--- src/rtl/ray_box_slab_intersect_assert.svh ---
// assertion macros for the slab intersect block
`ifndef RAY_BOX_SLAB_INTERSECT_ASSERT_SVH
`define RAY_BOX_SLAB_INTERSECT_ASSERT_SVH

`define RBSI_ASSERT(lbl, clk, rst, prop, msg) \
   lbl: assert property (@(posedge clk) disable iff (rst) (prop)) else $error(msg);

`define RBSI_ASSERT_NRST(lbl, clk, prop, msg) \
   lbl: assert property (@(posedge clk) (prop)) else $error(msg);

`endif

--- src/rtl/rbsi_pkg.sv ---
`timescale 1ns / 1ps
`default_nettype none
package rbsi_pkg;

   localparam int unsigned DefFracBits   = 16;
   localparam int unsigned DefCoordWidth = 32;

   localparam int unsigned NORMAL_WIDTH = 3;

   typedef enum logic [NORMAL_WIDTH-1:0] {
      NORMAL_NONE  = 3'd0,
      NORMAL_POS_X = 3'd1,
      NORMAL_NEG_X = 3'd2,
      NORMAL_POS_Y = 3'd3,
      NORMAL_NEG_Y = 3'd4
   } normal_type;

endpackage
`default_nettype wire

--- src/rtl/rbsi_div.sv ---
`timescale 1ns / 1ps
`default_nettype none
module rbsi_div
   import rbsi_pkg::*;
#(
   parameter int unsigned FRAC_BITS   = DefFracBits,
   parameter int unsigned COORD_WIDTH = DefCoordWidth
) (
   input  wire logic                          clock,
   input  wire logic [COORD_WIDTH+1:0]        num_mag,
   input  wire logic [COORD_WIDTH-1:0]        den_mag,
   input  wire logic                          neg,
   output logic signed [COORD_WIDTH-1:0]      slab_time
);
   localparam int unsigned W   = COORD_WIDTH;
   localparam int unsigned F   = FRAC_BITS;
   localparam int unsigned NUMW = W + 2;
   localparam int unsigned NW  = NUMW + F;
   localparam int unsigned XW  = NW + W;

   logic [NW-1:0] dividend;
   logic [XW-1:0] dividend_x;
   logic [XW-1:0] den_x;
   logic [NW-1:0] top_part;

   logic [W-1:0] rem_ff  [W+1];
   logic [W-1:0] low_ff  [W+1];
   logic [W-1:0] quo_ff  [W+1];
   logic [W-1:0] den_ff  [W+1];
   logic         neg_ff  [W+1];
   logic         ovf_ff  [W+1];

   logic [W-1:0] cap;
   logic [W-1:0] mag;
   logic signed [W-1:0] time_ff;
   logic signed [W-1:0] time_in;

   assign dividend   = {num_mag, {F{1'b0}}};
   assign dividend_x = XW'(dividend);
   assign den_x      = XW'(den_mag) << W;
   assign top_part   = dividend >> W;

   // setup stage
   always_ff @(posedge clock) begin
      rem_ff[0] <= top_part[W-1:0];
      low_ff[0] <= dividend[W-1:0];
      quo_ff[0] <= '0;
      den_ff[0] <= den_mag;
      neg_ff[0] <= neg;
      ovf_ff[0] <= dividend_x >= den_x;
   end

   // one quotient bit per stage
   for (genvar k = 0; k < W; k++) begin : g_step
      logic [W:0] shifted;
      logic [W:0] diff;
      logic       ge;
      assign shifted = {rem_ff[k], low_ff[k][W-1]};
      assign ge      = shifted >= {1'b0, den_ff[k]};
      assign diff    = shifted - {1'b0, den_ff[k]};
      always_ff @(posedge clock) begin
         rem_ff[k+1] <= ge ? diff[W-1:0] : shifted[W-1:0];
         low_ff[k+1] <= low_ff[k] << 1;
         quo_ff[k+1] <= {quo_ff[k][W-2:0], ge};
         den_ff[k+1] <= den_ff[k];
         neg_ff[k+1] <= neg_ff[k];
         ovf_ff[k+1] <= ovf_ff[k];
      end
   end

   always_comb begin
      cap = neg_ff[W] ? {1'b1, {(W-1){1'b0}}} : {1'b0, {(W-1){1'b1}}};
      mag = (ovf_ff[W] || quo_ff[W] > cap) ? cap : quo_ff[W];
      time_in = neg_ff[W] ? W'(-mag) : mag;
   end

   always_ff @(posedge clock) begin
      time_ff <= time_in;
   end

   assign slab_time = time_ff;

endmodule
`default_nettype wire

--- config.mk ---
export PLATFORM = sky130hd
export DESIGN_NAME = rbsi_div
export DESIGN_NICKNAME = d
export VERILOG_FILES = /design/src/rtl/ray_box_slab_intersect_assert.svh /design/src/rtl/rbsi_pkg.sv /design/src/rtl/rbsi_div.sv
export SDC_FILE = /design/constraint.sdc
export NUM_CORES = 2
export LEC_CHECK = 0
export BUFFER_PORTS_ARGS = -buffer_cell sky130_fd_sc_hd__buf_4
export CAP_MARGIN = 0
export CORE_MARGIN = 3
export CORE_UTILIZATION = 35
export DETAILED_ROUTE_END_ITERATION = 10
export PLACE_DENSITY = 0.48
export SLEW_MARGIN = 20
export SYNTH_ARGS = -nofsm -noshare
export SYNTH_HDL_FRONTEND = slang
export SYNTH_MEMORY_MAX_BITS = 65536
export SYNTH_SLANG_ARGS = --single-unit
--- constraint.sdc ---
create_clock -name clock -period 5.75 [get_ports clock]
set_clock_uncertainty 0.2 [all_clocks]
set_input_delay 0.2875 -clock clock [delete_from_list [all_inputs] [get_ports clock]]
set_output_delay 0.2875 -clock clock [all_outputs]
set_load 0.05 [all_outputs]
* Word level (Yosys, flattened, before mapping)
Memories as Yosys holds them, arrays and structs flattened. Cells that the tools add are included.
Operators by class: bitwise logic cells 0, equality and inequality tests 0, shifts and indexed selects 0, magnitude comparators 34, multiplexer cells 35, reductions and logical operators 1, div/mod/pow operators 0, $add $sub $neg 33, multiply operators 0
Operators with widths (count):
- $mux W32 | 35
- $ge A33 B32 Y1 | 32
- $sub A32 B32 Y32 | 32
- $ge A50 B64 Y1 | 1
- $gt A32 B32 Y1 | 1
- $neg A32 Y32 | 1
- $logic_or A1 B1 Y1 | 1
Storage, ports and cells: bits in latches 0, memories kept 6, flip-flop bits (word level) 32, input port bits 68, bits in writable memories 4257, ROM bits 0
Memories:
- den_ff | depth 33, bits a word 32, rd ports 32, clocked after Yosys merged registers in 0, wr ports 33, line rbsi_div.sv:29 | logic [W-1:0] den_ff [W+1];
- quo_ff | depth 33, bits a word 32, rd ports 33, clocked after Yosys merged registers in 0, wr ports 33, line rbsi_div.sv:28 | logic [W-1:0] quo_ff [W+1];
- rem_ff | depth 33, bits a word 32, rd ports 32, clocked after Yosys merged registers in 0, wr ports 33, line rbsi_div.sv:26 | logic [W-1:0] rem_ff [W+1];
- low_ff | depth 33, bits a word 31, rd ports 32, clocked after Yosys merged registers in 0, wr ports 33, line rbsi_div.sv:27 | logic [W-1:0] low_ff [W+1];
- neg_ff | depth 33, bits a word 1, rd ports 33, clocked after Yosys merged registers in 0, wr ports 33, line rbsi_div.sv:30 | logic neg_ff [W+1];
- ovf_ff | depth 33, bits a word 1, rd ports 33, clocked after Yosys merged registers in 0, wr ports 33, line rbsi_div.sv:31 | logic ovf_ff [W+1];

* Longest topological paths before layout
An unclocked memory read counts as a cell.
depth in word-level cells 7, gate-level depth with buffers 23, depth with buffers taken out 20

* Worst setup path after synthesis
OpenSTA, ideal clock, no wires.
path kind register to register, start point memory neg_ff[32][0] (netlist: neg_ff[0][32]), end point register time_ff[26] (netlist: slab_time[26]), library setup time 0.132 ns, clock period less this slack 5.066 ns, slack 0.684 ns, arrival 4.733 ns, cell stages (with the launch flop) 23, buffers on the path 3, cells stage by stage dfxtp_1 -> inv_1 -> clkbuf_1 -> clkbuf_1 -> ha_1 -> nor2b_1 -> o21ai_0 -> nand2b_1 -> a21oi_1 -> o221ai_1 -> a211oi_1 -> o21bai_1 -> clkbuf_1 -> nand2_1 -> a21boi_0 -> inv_1 -> ha_1 -> nand3_1 -> or2_1 -> or3_1 -> or3_1 -> a211oi_1 -> a21oi_1
RTL lines:
- from (decl) | line rbsi_div.sv:30
- to (signal assigned) | line rbsi_div.sv:78 | time_ff <= time_in;
- to (decl) | line rbsi_div.sv:35 | logic signed [W-1:0] time_ff;

==> summary.md <==
| Metric | Value |
|---|---|
| Status | `complete, no violations` |
| Library cells used by synthesis | `104` |
| Worst hold path startpoint | `quo_ff[30][24]` |
| Overall power | `79.7 mW` |
| Commonest cells after routing, fill and taps aside | `2795 x dfxtp_1, 1312 x inv_1, 1061 x ha_1` |
| # Max-Cap Violations | `0` |
| Sequential area share after synthesis | `0.468` |
| Initial antenna violation count | `15` |
| Max Clk Rate | `212 MHz` |
| Cells after DPL | `16923` |
| Reg2reg end | `slab_time[26]` |
| Clk buf depth | `4` |
| Core area | `340000 µm²` |
| Filler cells | `33322` |
| Root Driver | `clkbuf_16` |
| RePlAce Congestion | `0.870` |
| DP Worst Slack | `1.04 ns` |
| Crit path kind | `register to register` |
| CTS resizes | `0` |
| Non-filler cells, final | `17660` |
| Worst Tran Pin Value | `1.05 ns` |
| Hold EP | `quo_ff[31][25]` |
| Critical Path End Type | `register` |
| Final instance area | `138000 µm²` |
| Num CTS Buffers | `317` |
| Initial Util | `0.352` |
| Worst-path cell chain | `buf_12 -> ha_1 -> a21o_1 -> a21o_1 -> a21oi_1 -> o21ai_0 -> a211oi_1 -> o21bai_4 -> inv_1 -> a21boi_0 -> inv_1 -> ha_1 -> nand3_1 -> or2_1 -> or3_1 -> or3_1 -> a211oi_1 -> a21oi_1` |
| Cell Area, Placed | `126000 µm²` |
| Syn_area_per_cell | `9.60 µm²` |
| Commonest non-fill, non-tap cell in the layout | `dfxtp_1` |
| Reg2reg setup slack | `1.03 ns` |
| Post-CTS Setup Inserts | `0` |
| DR vias/cell | `4.93` |
| Num rows | `214` |
| Critical path depth in cells | `18` |
| Power Dens Cells | `576 nW/µm²` |
| Grt ovf | `0` |
| Top_reg_cell synth | `dfxtp_1` |
| Initial DRC count | `4861` |
| Final setup TNS | `0 ns` |
| Io pins | `100` |
| Worst slew margin | `0.298` |
| Critical R2R Launch | `neg_ff[0][32]` |
| DRC violations left | `0` |
| Peak supply drop | `0.270 mV` |
| Detailed Routing Iterations Pass 1 | `5` |
| Final hold slack | `0.104 ns` |
| First-pass GRT wire length | `502000 µm` |
| Slew Limit Fails | `0` |
| Hold/Removal Path Class | `register to register` |
| Post-synth EDFFs | `0` |
| Final worst setup slack | `1.03 ns` |
| FF-to-FF path depth | `18` |
| Critical-path top delay cell | `dfxtp_2` |
| CTS tree | `built` |
| CP delay by family, top | `compound AO/OA/AOI/OAI gates` |
| Crit path time final | `4.72 ns` |
| Worst Setup Start Kind | `register` |
| Chip width | `591 µm` |
| Largest net degree at the start of global routing | `65` |
| Die height | `591 µm` |
| WP data arrival | `5.31 ns` |
| Syn-to-layout area delta | `15.6%` |
| Clock-pin slew on the worst setup and hold paths | `0.06 ns` |
| CP max stage delay | `0.58 ns` |
| Post-DP HPWL | `260000 µm` |
| Vias in the first global route | `86747` |
| CP Max Fanout | `34` |
| Htree depth | `5` |
| #FFs+latches synth | `2796` |
| Clock Sinks | `2796` |
| Detail Route Antenna Nets | `0` |
| Syn Std Cell Area | `120000 µm²` |
| Share of layout cells above drive strength 1 | `0.0868` |
| RSZ-0062 raised after global routing | `no` |
| Crit share post-route | `0.822` |
| Synth async-reset ratio | `0` |
| DR vias | `87098` |
| Final core utilization | `0.407` |
| Setup violators final | `0` |
| WL per Instance | `18.5 µm` |
| Mapped Nets | `13618` |
| Synthesized instance count | `12458` |
| Final nets | `14000` |
| Worst Path Required | `6.34 ns` |
| Die area | `349000 µm²` |
| Final Hold Vio Count | `0` |
| Syn. warnings | `0` |
| IO buf count | `99` |
| Buf/Inv on CP | `3` |
| Hold path cells | `0` |
| Leak pwr | `63.0 nW` |
| Worst-Skew Late Latency | `0.91 ns` |
| WL final | `326000 µm` |
| GRT Total Usage | `0.182` |
## routing by layer
layer,share of wire,vias up,track usage
li1,-,43902,-
met5,0,-,0
met3,0.037,492,0.0213
met1,0.45,41185,0.232
met4,0.031,0,0.0606
met2,0.48,1519,0.318
## logic make-up after synthesis
family | after synthesis | synth area share
AND/OR/NAND/NOR | 2819 | 0.113
XOR/XNOR | 771 | 0.0565
buffers and inverters | 1531 | 0.0491
multiplexers | 364 | 0.0348
adder cells (fa/ha/maj) | 1092 | 0.116
AO/OA/AOI/OAI | 3085 | 0.162
flip-flops | 2796 | 0.468
## final cells by class
type / instances / area (µm²) / share of cell area
Antenna cell: 25 / 62.6 / 0.000452
Inverter: 1313 / 4930 / 0.0356
Multi-Input combinational cell: 8131 / 58000 / 0.419
Clock inverter: 153 / 2100 / 0.0152
Sequential cell: 2796 / 56000 / 0.405
Tap cell: 4536 / 5680 / 0.0410
Timing Repair Buffer: 281 / 2490 / 0.0180
Clock buffer: 425 / 9050 / 0.0655
## state kept, by name, summed over array words and instances, names as in the netlist
register,flops
den_ff,1024
low_ff,136
neg_ff,33
ovf_ff,33
quo_ff,528
rem_ff,1010
slab_time,32
## Yosys cell counts (30+ instances only)
| master | instances | area [µm²] |
|---|---|---|
| o21ai_0 | 867 | 4340 |
| a211oi_1 | 105 | 788 |
| buf_2 | 44 | 220 |
| nor2b_1 | 139 | 870 |
| mux2i_1 | 30 | 300 |
| or3_1 | 71 | 444 |
| or2_2 | 38 | 238 |
| o21bai_1 | 113 | 848 |
| a21oi_1 | 851 | 4260 |
| nand2_1 | 883 | 3310 |
| fa_1 | 31 | 621 |
| clkbuf_1 | 157 | 589 |
| a21o_1 | 392 | 2940 |
| inv_1 | 1312 | 4920 |
| o211ai_1 | 55 | 413 |
| a31o_2 | 30 | 263 |
| dfxtp_1 | 2796 | 56000 |
| mux2_2 | 286 | 3220 |
| o21a_1 | 148 | 1110 |
| ha_1 | 1061 | 13300 |
| nand4_1 | 168 | 1050 |
| nand3_1 | 173 | 866 |
| and2_1 | 50 | 313 |
| xnor2_1 | 463 | 4060 |
| and3_1 | 95 | 594 |
| nor4_1 | 53 | 332 |
| o31a_1 | 40 | 350 |
| nor2_1 | 638 | 2390 |
| a31oi_1 | 75 | 469 |
| a21boi_0 | 44 | 330 |
| nand2b_1 | 159 | 995 |
| xor2_1 | 308 | 2700 |
| o31ai_1 | 72 | 541 |
| and4_1 | 31 | 272 |
| nor3_1 | 236 | 1180 |
## worst reg2reg max path: stages, from the launching register on
cell and delay (ns):
dfxtp_2 0.58, buf_12 0.26, ha_1 0.29, a21o_1 0.17
a21o_1 0.17, a21oi_1 0.17, o21ai_0 0.18, a211oi_1 0.42
o21bai_4 0.14, inv_1 0.08, a21boi_0 0.10, inv_1 0.07
ha_1 0.17, nand3_1 0.17, or2_1 0.32, or3_1 0.39
or3_1 0.41, a211oi_1 0.25, a21oi_1 0.07
## worst max path at each step
stage / from / end / slack [ns]
after CTS: neg_ff[0][32] / slab_time[30] / 0.97
final: neg_ff[0][32] / slab_time[26] / 1.03
after global routing: neg_ff[0][32] / slab_time[30] / 0.59
after detailed placement: neg_ff[0][32] / slab_time[30] / 1.04
after global placement: neg_ff[0][32] / slab_time[24] / 0.95
after floorplan: neg_ff[0][32] / slab_time[26] / 0.68
## report_power, final
group | leakage, nW | switching [mW] | internal, mW
sequential | 23.4 | 3.03 | 24.0
clock | 5.46 | 8.32 | 12.9
combinational | 34.1 | 17.8 | 13.6
## timing repair
item / 4_1_cts / 5_1_grt
hold buffers: 134 / 0
endpoints found under the hold margin: 68 / 0
setup endpoints to repair: 0 / 0
No activity file was read; power rests on OpenSTA's default activity.
